### src/hw/rtl/first_fit_extent_allocator_core_assert.svh
// Assertion helpers included by the allocator controller.
`ifndef FIRST_FIT_EXTENT_ALLOCATOR_CORE_ASSERT_SVH
`define FIRST_FIT_EXTENT_ALLOCATOR_CORE_ASSERT_SVH

// Checked only out of reset.
`define FFEA_ASSERT(label, prop, msg) \
  label: assert property (@(posedge clk_i) disable iff (!rst_ni) prop) else $error(msg);

// Checked on every edge, reset included.
`define FFEA_ASSERT_ALWAYS(label, prop, msg) \
  label: assert property (@(posedge clk_i) prop) else $error(msg);

`endif

### src/hw/rtl/ffea_pkg.sv
package ffea_pkg;

  localparam int MAX_EXTENTS = 16;
  localparam int IDX_W       = $clog2(MAX_EXTENTS);
  localparam int CNT_W       = $clog2(MAX_EXTENTS + 1);
  localparam int ADDR_W      = 16;

  localparam logic OP_LOAD  = 1'b0;
  localparam logic OP_QUERY = 1'b1;

  localparam logic [1:0] CFG_DATA_START = 2'd0;
  localparam logic [1:0] CFG_MEM_LENGTH = 2'd1;

  localparam logic [ADDR_W-1:0] MEM_LENGTH_RST = 16'd1024;

  typedef enum logic {
    ST_IDLE,
    ST_SCAN
  } ffea_state_e;

  typedef struct packed {
    logic insert;
    logic clear;
  } ffea_tbl_cmd_t;

endpackage

### src/hw/rtl/ffea_gap.sv
module ffea_gap import ffea_pkg::*; (
  input  logic [ADDR_W-1:0] lo_i,
  input  logic [ADDR_W-1:0] hi_i,
  input  logic [ADDR_W-1:0] size_i,
  output logic              fits_o
);

  logic [ADDR_W:0] diff;

  // borrow flags a reversed gap
  assign diff   = {1'b0, hi_i} - {1'b0, lo_i};
  assign fits_o = !diff[ADDR_W] && (diff[ADDR_W-1:0] >= size_i);

endmodule

### src/hw/rtl/ffea_table.sv
module ffea_table import ffea_pkg::*; (
  input  logic                clk_i,
  input  logic                rst_ni,
  input  ffea_tbl_cmd_t       cmd_i,
  input  logic [ADDR_W-1:0]   ext_start_i,
  input  logic [ADDR_W-1:0]   ext_length_i,
  input  logic [CNT_W-1:0]    rd_idx_i,
  output logic [CNT_W-1:0]    count_o,
  output logic [ADDR_W-1:0]   beg_rd_o,
  output logic [ADDR_W-1:0]   fin_prev_o
);

  logic [ADDR_W-1:0] beg_q [MAX_EXTENTS];
  logic [ADDR_W-1:0] fin_q [MAX_EXTENTS];
  logic [CNT_W-1:0]  count_q, count_d;
  logic [ADDR_W:0]   end_sum;
  logic [ADDR_W-1:0] ins_fin;
  logic [MAX_EXTENTS-1:0] gt;
  logic [MAX_EXTENTS-1:0] take_new;
  logic              wr_en;
  logic [CNT_W-1:0]  prev_idx;

  assign end_sum = {1'b0, ext_start_i} + {1'b0, ext_length_i};
  assign ins_fin = end_sum[ADDR_W] ? {ADDR_W{1'b1}} : end_sum[ADDR_W-1:0];
  assign wr_en   = cmd_i.insert && (count_q < CNT_W'(MAX_EXTENTS));

  // kept sorted by start; equal starts stay in load order
  always_comb begin
    for (int k = 0; k < MAX_EXTENTS; k++) begin
      gt[k] = (CNT_W'(k) < count_q) && (beg_q[k] > ext_start_i);
    end
    take_new[0] = gt[0] || (count_q == '0);
    for (int k = 1; k < MAX_EXTENTS; k++) begin
      take_new[k] = !gt[k-1] && (gt[k] || (CNT_W'(k) == count_q));
    end
  end

  always_ff @(posedge clk_i) begin
    if (wr_en) begin
      if (take_new[0]) begin
        beg_q[0] <= ext_start_i;
        fin_q[0] <= ins_fin;
      end
      for (int k = 1; k < MAX_EXTENTS; k++) begin
        if (gt[k-1]) begin
          beg_q[k] <= beg_q[k-1];
          fin_q[k] <= fin_q[k-1];
        end else if (take_new[k]) begin
          beg_q[k] <= ext_start_i;
          fin_q[k] <= ins_fin;
        end
      end
    end
  end

  always_comb begin
    count_d = count_q;
    if (cmd_i.clear) begin
      count_d = '0;
    end else if (wr_en) begin
      count_d = count_q + CNT_W'(1);
    end
  end

  always_ff @(posedge clk_i or negedge rst_ni) begin
    if (!rst_ni) begin
      count_q <= '0;
    end else begin
      count_q <= count_d;
    end
  end

  assign prev_idx   = rd_idx_i - CNT_W'(1);
  assign beg_rd_o   = beg_q[rd_idx_i[IDX_W-1:0]];
  assign fin_prev_o = fin_q[prev_idx[IDX_W-1:0]];
  assign count_o    = count_q;

endmodule

### src/hw/rtl/ffea_ctrl.sv
module ffea_ctrl import ffea_pkg::*; (
  input  logic                clk_i,
  input  logic                rst_ni,
  input  logic                in_valid_i,
  output logic                in_ready_o,
  input  logic                opcode_i,
  input  logic [ADDR_W-1:0]   request_size_i,
  output logic                out_valid_o,
  input  logic                out_ready_i,
  output logic                found_o,
  output logic [ADDR_W-1:0]   free_address_o,
  output ffea_tbl_cmd_t       tbl_cmd_o,
  output logic [CNT_W-1:0]    idx_o,
  output logic [ADDR_W-1:0]   size_o,
  input  logic [CNT_W-1:0]    count_i,
  input  logic                fits_i,
  input  logic [ADDR_W-1:0]   gap_lo_i
);

  ffea_state_e       state_q, state_d;
  logic [CNT_W-1:0]  idx_q, idx_d;
  logic [ADDR_W-1:0] size_q;
  logic              out_valid_q, out_valid_d;
  logic              found_q;
  logic [ADDR_W-1:0] addr_q;
  logic              in_acc;
  logic              done;
  logic              out_free;
  logic              out_load;

  assign in_acc   = in_valid_i && in_ready_o;
  assign done     = fits_i || (idx_q == count_i);
  assign out_free = !out_valid_q || out_ready_i;

  always_comb begin
    state_d = state_q;
    case (state_q)
      ST_IDLE: begin
        if (in_acc && (opcode_i == OP_QUERY)) state_d = ST_SCAN;
      end
      ST_SCAN: begin
        if (done && out_free) state_d = ST_IDLE;
      end
      default: state_d = ST_IDLE;
    endcase
  end

  always_comb begin
    in_ready_o       = 1'b0;
    tbl_cmd_o.insert = 1'b0;
    tbl_cmd_o.clear  = 1'b0;
    out_load         = 1'b0;
    idx_d            = idx_q;
    case (state_q)
      ST_IDLE: begin
        in_ready_o       = 1'b1;
        tbl_cmd_o.insert = in_acc && (opcode_i == OP_LOAD);
        idx_d            = '0;
      end
      ST_SCAN: begin
        if (done) begin
          out_load        = out_free;
          tbl_cmd_o.clear = out_free;
        end else begin
          idx_d = idx_q + CNT_W'(1);
        end
      end
      default: ;
    endcase
  end

  assign out_valid_d = out_load || (out_valid_q && !out_ready_i);

  always_ff @(posedge clk_i or negedge rst_ni) begin
    if (!rst_ni) begin
      state_q     <= ST_IDLE;
      idx_q       <= '0;
      out_valid_q <= 1'b0;
    end else begin
      state_q     <= state_d;
      idx_q       <= idx_d;
      out_valid_q <= out_valid_d;
    end
  end

  always_ff @(posedge clk_i) begin
    if (in_acc) begin
      size_q <= request_size_i;
    end
    if (out_load) begin
      found_q <= fits_i;
      addr_q  <= fits_i ? gap_lo_i : '0;
    end
  end

  assign out_valid_o    = out_valid_q;
  assign found_o        = found_q;
  assign free_address_o = addr_q;
  assign idx_o          = idx_q;
  assign size_o         = size_q;

`include "first_fit_extent_allocator_core_assert.svh"

  `FFEA_ASSERT(a_scan_in_range, (state_q == ST_SCAN) |-> (idx_q <= count_i), "scan past table")
  `FFEA_ASSERT(a_query_starts, (in_acc && (opcode_i == OP_QUERY)) |=> ((state_q == ST_SCAN) && (idx_q == '0)), "query did not start scan")
  `FFEA_ASSERT(a_no_overwrite, out_load |-> out_free, "result overwritten")
  `FFEA_ASSERT_ALWAYS(a_reset_idle, !rst_ni |-> ((state_q == ST_IDLE) && !out_valid_q), "not idle in reset")

endmodule

### src/hw/rtl/first_fit_extent_allocator_core.sv
// First-fit extent allocator. Load beats (opcode 0) insert a used extent into a
// 16-entry table kept sorted by start address; loads beyond a full table are
// dropped. A query beat (opcode 1) scans the gaps in address order, data_start to
// the first extent, between neighbors, and the last extent to memory_length, one
// gap per cycle through a single shared subtract/compare unit. A query keeps the
// input stalled while it scans and while its result beat waits for the previous
// one to drain, returns one result beat (found, free_address) and empties the
// table. Configuration writes go through at any time but should be issued only
// while the block is idle.
module first_fit_extent_allocator_core import ffea_pkg::*; (
  input  logic        clk_i,
  input  logic        rst_ni,
  input  logic        s_axis_tvalid,
  output logic        s_axis_tready,
  // [0] opcode, [16:1] extent_start, [32:17] extent_length, [48:33] request_size
  input  logic [55:0] s_axis_tdata,
  output logic        m_axis_tvalid,
  input  logic        m_axis_tready,
  // [0] found, [16:1] free_address
  output logic [23:0] m_axis_tdata,
  input  logic        cfg_valid_i,
  output logic        cfg_ready_o,
  input  logic [1:0]  cfg_index_i,
  input  logic [15:0] cfg_data_i
);

  logic [ADDR_W-1:0] data_start_q;
  logic [ADDR_W-1:0] mem_length_q;
  ffea_tbl_cmd_t     tbl_cmd;
  logic [CNT_W-1:0]  idx;
  logic [CNT_W-1:0]  count;
  logic [ADDR_W-1:0] beg_rd;
  logic [ADDR_W-1:0] fin_prev;
  logic [ADDR_W-1:0] size;
  logic [ADDR_W-1:0] gap_lo;
  logic [ADDR_W-1:0] gap_hi;
  logic              fits;
  logic              found;
  logic [ADDR_W-1:0] free_address;

  assign cfg_ready_o = 1'b1;

  always_ff @(posedge clk_i or negedge rst_ni) begin
    if (!rst_ni) begin
      data_start_q <= '0;
      mem_length_q <= MEM_LENGTH_RST;
    end else if (cfg_valid_i) begin
      case (cfg_index_i)
        CFG_DATA_START: data_start_q <= cfg_data_i;
        CFG_MEM_LENGTH: mem_length_q <= cfg_data_i;
        default: ;
      endcase
    end
  end

  ffea_table u_table (
    .clk_i        (clk_i),
    .rst_ni       (rst_ni),
    .cmd_i        (tbl_cmd),
    .ext_start_i  (s_axis_tdata[16:1]),
    .ext_length_i (s_axis_tdata[32:17]),
    .rd_idx_i     (idx),
    .count_o      (count),
    .beg_rd_o     (beg_rd),
    .fin_prev_o   (fin_prev)
  );

  assign gap_lo = (idx == '0) ? data_start_q : fin_prev;
  assign gap_hi = (idx == count) ? mem_length_q : beg_rd;

  ffea_gap u_gap (
    .lo_i   (gap_lo),
    .hi_i   (gap_hi),
    .size_i (size),
    .fits_o (fits)
  );

  ffea_ctrl u_ctrl (
    .clk_i          (clk_i),
    .rst_ni         (rst_ni),
    .in_valid_i     (s_axis_tvalid),
    .in_ready_o     (s_axis_tready),
    .opcode_i       (s_axis_tdata[0]),
    .request_size_i (s_axis_tdata[48:33]),
    .out_valid_o    (m_axis_tvalid),
    .out_ready_i    (m_axis_tready),
    .found_o        (found),
    .free_address_o (free_address),
    .tbl_cmd_o      (tbl_cmd),
    .idx_o          (idx),
    .size_o         (size),
    .count_i        (count),
    .fits_i         (fits),
    .gap_lo_i       (gap_lo)
  );

  assign m_axis_tdata = {7'd0, free_address, found};

endmodule
### config.mk
export PLATFORM = sky130hd
export DESIGN_NAME = first_fit_extent_allocator_core
export DESIGN_NICKNAME = d
export VERILOG_FILES = /design/src/hw/rtl/ffea_pkg.sv /design/src/hw/rtl/ffea_gap.sv /design/src/hw/rtl/ffea_table.sv /design/src/hw/rtl/ffea_ctrl.sv /design/src/hw/rtl/first_fit_extent_allocator_core.sv
export VERILOG_INCLUDE_DIRS = /design/src /design/src/hw/rtl
export SDC_FILE = /design/constraint.sdc
export NUM_CORES = 2
export LEC_CHECK = 0
export ABC_AREA = 1
export CAP_MARGIN = 10
export CORE_MARGIN = 5
export CORE_UTILIZATION = 29
export DETAILED_ROUTE_END_ITERATION = 10
export DONT_BUFFER_PORTS = 1
export PLACE_DENSITY_LB_ADDON = 0.08
export SYNTH_ARGS = -nofsm -noshare
export SYNTH_HDL_FRONTEND = slang
export SYNTH_SLANG_ARGS = --single-unit
### constraint.sdc
create_clock -name clk_i -period 5.9 [get_ports clk_i]
set_input_delay 0.295 -clock clk_i [delete_from_list [all_inputs] [get_ports clk_i]]
set_output_delay 0.295 -clock clk_i [all_outputs]
set_load 0.005 [all_outputs]
## After elaboration in Yosys (flattened, before gate mapping)

Memory sizes are Yosys's and may differ from the RTL's.
Index checks and enable logic that the tools add are counted.

| operators by class | value |
|---|---|
| multipliers | 0 |
| muxes and demuxes | 152 |
| shifts and indexed selects | 0 |
| reduce and logical (&&, ||, !) cells | 81 |
| bitwise logic cells | 32 |
| $add $sub $neg | 5 |
| divide/modulo/power cells | 0 |
| order comparisons | 34 |
| eq/ne operators | 18 |

Operators by type and width:

| cell | count |
|---|---|
| 2-to-1 mux 16 bit | 33 |
| > comparator 16 bit | 16 |
| 2-to-1 mux 1 bit | 114 |
| == test 4 x 5 -> 1 bit, first input constant | 8 |
| less-than comparator 4 x 5 -> 1 bit, first input constant | 8 |
| logical AND 1 bit | 38 |
| OR 1 bit | 30 |
| == test 3 x 5 -> 1 bit, first input constant | 4 |
| less-than comparator 3 x 5 -> 1 bit, first input constant | 4 |
| logical OR 1 bit | 19 |
| logical NOT 1 bit | 18 |
| adder 16 x 16 -> 17 bit | 1 |
| subtractor 16 x 16 -> 17 bit | 1 |
| >= comparator 16 bit | 1 |
| 2-to-1 mux 5 bit | 3 |
| adder 5 x 1 -> 5 bit, second input constant | 2 |
| == test 2 x 5 -> 1 bit, first input constant | 2 |
| logical NOT 5 bit | 2 |
| less-than comparator 1 x 5 -> 1 bit, first input constant | 2 |
| less-than comparator 2 x 5 -> 1 bit, first input constant | 2 |
| one-hot mux 5 bit (2 select lines) | 1 |
| == test 1 x 5 -> 1 bit, first input constant | 1 |
| == test 5 bit | 1 |
| less-than comparator 5 bit, second input constant | 1 |
| 8 further kinds | 10 |

| storage, ports and cells | value |
|---|---|
| bits in read-only memories | 0 |
| output and inout bits | 27 |
| input port bits | 79 |
| memory bits (writable) | 512 |
| register bits | 77 |
| memories | 2 |
| word-level logic and storage cells | 333 |
| latch bits | 0 |

Memories:

| memory | depth | width | rd ports | clocked after Yosys merged registers in | write ports | RTL line | RTL |
|---|---|---|---|---|---|---|---|
| u_table.beg_q | 16 | 16 | 17 | 0 | 16 | ffea_table.sv:13 | `logic [ADDR_W-1:0] beg_q [MAX_EXTENTS];` |
| u_table.fin_q | 16 | 16 | 16 | 0 | 16 | ffea_table.sv:14 | `logic [ADDR_W-1:0] fin_q [MAX_EXTENTS];` |

## Depth between registers and ports, before layout

An unclocked memory read counts as a cell.

| depth | value |
|---|---|
| depth in word-level cells | 10 |
| mapped depth | 37 |
| depth with buffers taken out | 30 |

## Hierarchy

Synthesis repeated with hierarchy kept, for this count alone.

| unflattened totals | value |
|---|---|
| cells, all modules | 4767 |
| area total of the unflattened synthesis | 39051.2 um^2 |

Modules (own cells, without submodules):

| module | seq. area each (um^2) | cells an instance | area an instance (um^2) | times used |
|---|---|---|---|---|
| ffea_table | 15499.9 | 4120 | 34202.8 | 1 |
| first_fit_extent_allocator_core | 802.0 | 260 | 1885.6 | 1 |
| ffea_ctrl | 1166.1 | 144 | 1631.6 | 1 |
| ffea_gap | 0.0 | 243 | 1331.3 | 1 |

## Worst setup path after synthesis

OpenSTA, ideal clock, no wires.

| timing path | value |
|---|---|
| path type | reg-to-reg |
| start point | reg u_ctrl.idx_q[0], in the netlist u_ctrl.idx_o[0] |
| end point | reg u_ctrl.found_q, in the netlist u_ctrl.found_o (enable) |
| required time | 5531 ps |
| arrival time | 5294 ps |
| library setup time | 369 ps |
| clock period less this slack | 5663 ps |
| stages on the path, launching flop included | 33 |
| buffers on the path | 7 |
| setup slack | 237 ps |
| path through | dfrtp_1 -> buf_2 -> inv_2 -> buf_2 -> buf_2 -> buf_1 -> ha_1 -> buf_2 -> buf_2 -> buf_1 -> nor2_1 -> o21ai_0 -> o211ai_1 -> o211ai_1 -> nand3_1 -> o21ai_0 -> ha_1 -> a21oi_1 -> nand2_1 -> a21oi_1 -> o21ai_0 -> a21oi_1 -> xnor2_1 -> ha_1 -> nand2_1 -> o21bai_1 -> a21oi_1 -> nor2_1 -> nand2_1 -> nand2_1 -> nand2_1 -> nand3_1 -> inv_1 |

| on the way | value |
|---|---|
| cells in the longest elaborated chain, start to end | 9 |
| elaborated cells on any way between the ends | 14 |
| classes of those cells | add/sub: 2; order compare: 1; eq/ne: 1; mux: 4; reduce/logical: 4; memory: 2 |

Ends and longest elaborated chain:

| element | RTL line | RTL |
|---|---|---|
| start: declaration | ffea_ctrl.sv:21 | `logic [CNT_W-1:0] idx_q, idx_d;` |
| start signal: assignment | ffea_ctrl.sv:81 | `idx_q <= idx_d;` |
| subtractor 4 x 1 -> 4 bit | ffea_table.sv:73 | `assign prev_idx = rd_idx_i - CNT_W'(1);` |
| memory (16 x 16 bit) | n/a |  |
| 2-to-1 mux 16 bit | first_fit_extent_allocator_core.sv:68 | `assign gap_lo = (idx == '0) ? data_start_q : fin_prev;` |
| subtractor 16 x 16 -> 17 bit | ffea_gap.sv:11 | `assign diff = {1'b0, hi_i} - {1'b0, lo_i};` |
| >= comparator 16 bit or logical NOT 1 bit (tied branches) | ffea_gap.sv:12 | `assign fits_o = !diff[ADDR_W] && (diff[ADDR_W-1:0] >= size_i);` |
| logical AND 1 bit | ffea_gap.sv:12 |  |
| logical OR 1 bit (*) | ffea_ctrl.sv:32 | `assign done = fits_i \|\| (idx_q == count_i);` |
| 2-to-1 mux 1 bit (*) | ffea_ctrl.sv:61 | `if (done) begin` |
| 2-to-1 mux 1 bit (*) | ffea_ctrl.sv:54 | `case (state_q)` |
| net u_ctrl.out_load | ffea_ctrl.sv:29 | `logic out_load;` |
| end signal: assignment | ffea_ctrl.sv:91 | `found_q <= fits_i;` |
| end: declaration | ffea_ctrl.sv:24 | `logic found_q;` |

The timed path passes the listed nets; every way through them passes the cells marked *.
A chain may end at the register's enable or synchronous reset.

## Worst setup path after layout

| timing path | value |
|---|---|
| start point | reg u_ctrl.idx_q[0], in the netlist u_ctrl.idx_o[0] |
| end point | reg u_ctrl.state_q |

| on the way | value |
|---|---|
| cells in the longest elaborated chain, start to end | 10 |
| elaborated cells on any way between the ends | 15 |
| classes of those cells | add/sub: 2; order compare: 1; eq/ne: 1; mux: 4; reduce/logical: 5; memory: 2 |

Ends and longest elaborated chain:

| element | RTL line | RTL |
|---|---|---|
| subtractor 4 x 1 -> 4 bit | ffea_table.sv:73 |  |
| memory (16 x 16 bit) | n/a |  |
| 2-to-1 mux 16 bit | first_fit_extent_allocator_core.sv:68 |  |
| subtractor 16 x 16 -> 17 bit | ffea_gap.sv:11 |  |
| >= comparator 16 bit or logical NOT 1 bit (tied branches) | ffea_gap.sv:12 |  |
| logical AND 1 bit | ffea_gap.sv:12 |  |
| logical OR 1 bit (*) | ffea_ctrl.sv:32 |  |
| logical AND 1 bit (*) | ffea_ctrl.sv:42 | `if (done && out_free) state_d = ST_IDLE;` |
| 2-to-1 mux 1 bit (*) | ffea_ctrl.sv:42 |  |
| one-hot mux 1 bit (2 select lines) (*) | ffea_ctrl.sv:37 | `case (state_q)` |
| net u_ctrl.state_d | ffea_ctrl.sv:20 | `ffea_state_e state_q, state_d;` |
| end signal: assignment | ffea_ctrl.sv:80 | `state_q <= state_d;` |
| end: declaration | ffea_ctrl.sv:20 |  |

Marked as above.

==> summary.txt <==
kind of critical path - register to register
CTS Buf Count - 81
Worst Tran Pin Value - 1.13 ns
Worst path max stage delay - 0.55 ns
commonest cells after routing, fill and taps aside - nand2_1, edfxtp_1, nand3_1
Clock Sinks - 589
clk root buf - clkbuf_16
vias in the first global route - 31400
Final ANT Viol Nets - 0
relative slew slack - 24.6%
DR DRC count - 0
Final Skew - 0.0278 ns
die height - 374 µm
Hold Path Class - primary input to register
latest clock arrival within the worst-skew pair - 0.67 ns
Pint - 0.0112 W
H-tree Lvls - 3
CTS tree - built
CP most frequent cell - nand2_1
std cell rows - 133
top_reg_cell synth - edfxtp_1
peak supply drop - 390 µV
Avg WL per Cell - 21.7 µm
Initial DRC Count - 2425
Final Hold Viols - 0
min cycle time layout - 5.53 ns
Global Route Usage Sum - 19.3%
first-pass GRT wire length - 208 mm
period utilisation layout - 93.7%
Setup violations, final - 0
clock-pin slew on the worst setup and hold paths - 0.06 ns
largest fanout on the critical path - 9
initial antenna violation count - 9
Clock power frac - 24.5%
placed insts - 6280
Setup crit end kind - register
Ports - 106
largest net degree at the start of global routing - 116
critical path launch point type - register
Switching Fraction - 43.8%
PwrDens - 455 nW/µm²
total grt overflow - 0
I/O Buffers - 0
NumNets Final - 5046
CTS max path bufs - 3
yosys warns - 0
Post-synth EDFFs - 545
Placer Congestion - 0.842
RSZ-0062 raised after global routing - no
Routed WL - 141 mm
dpl hpwl - 102 mm
Post-Route Setup TNS - 0 ns
post-synthesis sequential area ratio - 45.5%
post-DR vias/cell - 5.01
Initial Util - 29.2%
Vias - 32400
1st-pass router iterations - 5
CP max stage cell - dlygate4sd3_1
fin. max-slew vios - 0
CP Data Required Time - 6.44 ns
combinational fraction of design power - 48.8%
ys async rst share - 7.47%
register bit total from synthesis - 589
die area - 140000 µm²
Post-Synthesis Cell Area - 38300 µm²
commonest non-fill, non-tap cell in the layout - nand2_1
synthesized instance count - 4706
Non-Filler Instances - 6480
status - finished, final reports clean
chip width - 374 µm
max-cap check violation count - 0
Fmax - 181 MHz
total power - 0.0199 W
Core Region - 131000 µm²
standby leakage power - 18.8 nW
Crit path arrival time - 6.07 ns
sequential share of power - 26.7%
layout cells sized above 1 - 6.52%
Synth cell types - 49
average size of a mapped cell - 8.15 µm²
Layout area overhead - 14.2%
NetSw - 0.00873 W
registers in the layout, indices dropped and copies added (netlist names):
signal                 count
u_ctrl.state_q             1
u_table.fin_q            256
u_ctrl.size_o             16
data_start_q              16
u_table.beg_q            256
u_ctrl.free_address_o     16
u_ctrl.found_o             1
u_ctrl.out_valid_o         1
u_ctrl.idx_o               5
u_table.count_o            5
mem_length_q              16
final cells by class:
| type | count | area [µm²] |
|---|---|---|
| sequential | 589 | 17500 |
| antenna | 1 | 2.50 |
| fill | 13800 | 87700 |
| inverter | 221 | 852 |
| multi-input combinational | 3594 | 18900 |
| tap | 1755 | 2200 |
| clock inverter | 34 | 342 |
| timing repair buffer | 184 | 1830 |
| clock buffer | 102 | 2190 |
power groups by stage:
| stage | clock network (W) | logic, W | registers, W |
|---|---|---|---|
| floorplan | 0 | 0.00458 | 0.00524 |
| global placement | 0 | 0.00926 | 0.00541 |
| detailed placement | 0 | 0.00929 | 0.00541 |
| CTS | 0.00503 | 0.00941 | 0.00533 |
| global route | 0.00517 | 0.0108 | 0.00537 |
| finish | 0.00488 | 0.00973 | 0.00533 |
layer usage:
layer	global-route usage (%)	wire, µm	vias up	part of all wire [%]
met5	0	0	-	0
met1	27.9	68500	15400	49
li1	-	-	16100	-
met4	3.62	2220	0	1.6
met3	2.69	6460	135	4.6
met2	31.0	63600	761	45
worst max-delay path, delay by kind of cell (launching register included):
family / cells / cell delay (ns)
adders and majority gates: 3 / 0.98
DFF: 1 / 0.49
xor gates and xnor gates: 1 / 0.10
and+or+nand+nor: 13 / 1.37
buffers and inverters: 5 / 1.13
AOI/OAI and AO/OA: 7 / 1.30
cell usage after synthesis (4+ instances only):
cell      instances  share of area, %
nor3_1            6             0.078
ha_1            294               9.6
o21ai_1           6             0.078
nand3_1         421               5.5
o21ai_0         310               4.0
buf_6             4              0.12
nand2_2           8              0.13
nand4_1         149               2.4
buf_2           112               1.5
xor2_1           23              0.53
a21o_1            5             0.098
edfxtp_1        545                43
o22ai_1          13              0.21
buf_4            22              0.43
a22oi_1          12              0.23
o21a_1           16              0.31
nand2_1        1589                16
clkbuf_1        148               1.4
inv_2             4             0.039
a31oi_1           4             0.065
a21oi_1         246               3.2
a32o_1           30              0.78
nor2_1          340               3.3
o21bai_1          6              0.12
nor4_1            5             0.082
inv_1           214               2.1
a21oi_2           4             0.091
o221ai_1          7              0.16
dfrtp_1          43               2.8
o211ai_1         62               1.2
buf_1            21              0.21
nand3b_1          4             0.078
xnor2_1           6              0.14
path summary, 6_finish.rpt:
path	end	cells past startpoint	start	slack, ns
setup / recovery	u_ctrl.state_q	29	u_ctrl.idx_o[0]	0.37
hold / removal	mem_length_q[10]	4	cfg_index_i[0]	0.14
setup reg to reg	u_ctrl.state_q	29	u_ctrl.idx_o[0]	0.37
hold reg to reg	mem_length_q[12]	2	mem_length_q[12]	0.49
max in group asynchronous	mem_length_q[10]	2	rst_ni	5.42
min in group asynchronous	u_ctrl.state_q	2	rst_ni	0.17
per-stage QoR:
step | setup WS, ns | hold WS [ns] | cell area [µm²] | util, %
after floorplan | 0.237 | -0.000591 | 38400 | -
final | 0.369 | 0.140 | 43800 | 33.3
after CTS | 0.0381 | 0.102 | 43400 | 33.0
after global placement | 0.372 | 0.00472 | 40300 | 30.7
after detailed placement | 0.374 | 0.00529 | 40300 | 30.7
after global routing | 0.0241 | 0.170 | 43800 | 33.3
cells by family after synthesis:
group / after synthesis / synth area share (%)
AO/OA/AOI/OAI: 724 / 10.7
AND/OR/NAND/NOR: 2536 / 27.5
other: 2 / 0.0196
XOR/XNOR: 30 / 0.705
flip-flops: 589 / 45.5
adder cells (fa/ha/maj): 296 / 9.70
buffers and inverters: 529 / 5.84
what timing repair did:
action / in CTS / in global routing
hold buffers: 53 / 0
resized for setup: 0 / 56
buffers inserted: 0 / 5
endpoints found under the hold margin: 335 / 0
setup endpoints to repair: 0 / 27
No activity file was read; power rests on OpenSTA's default activity.
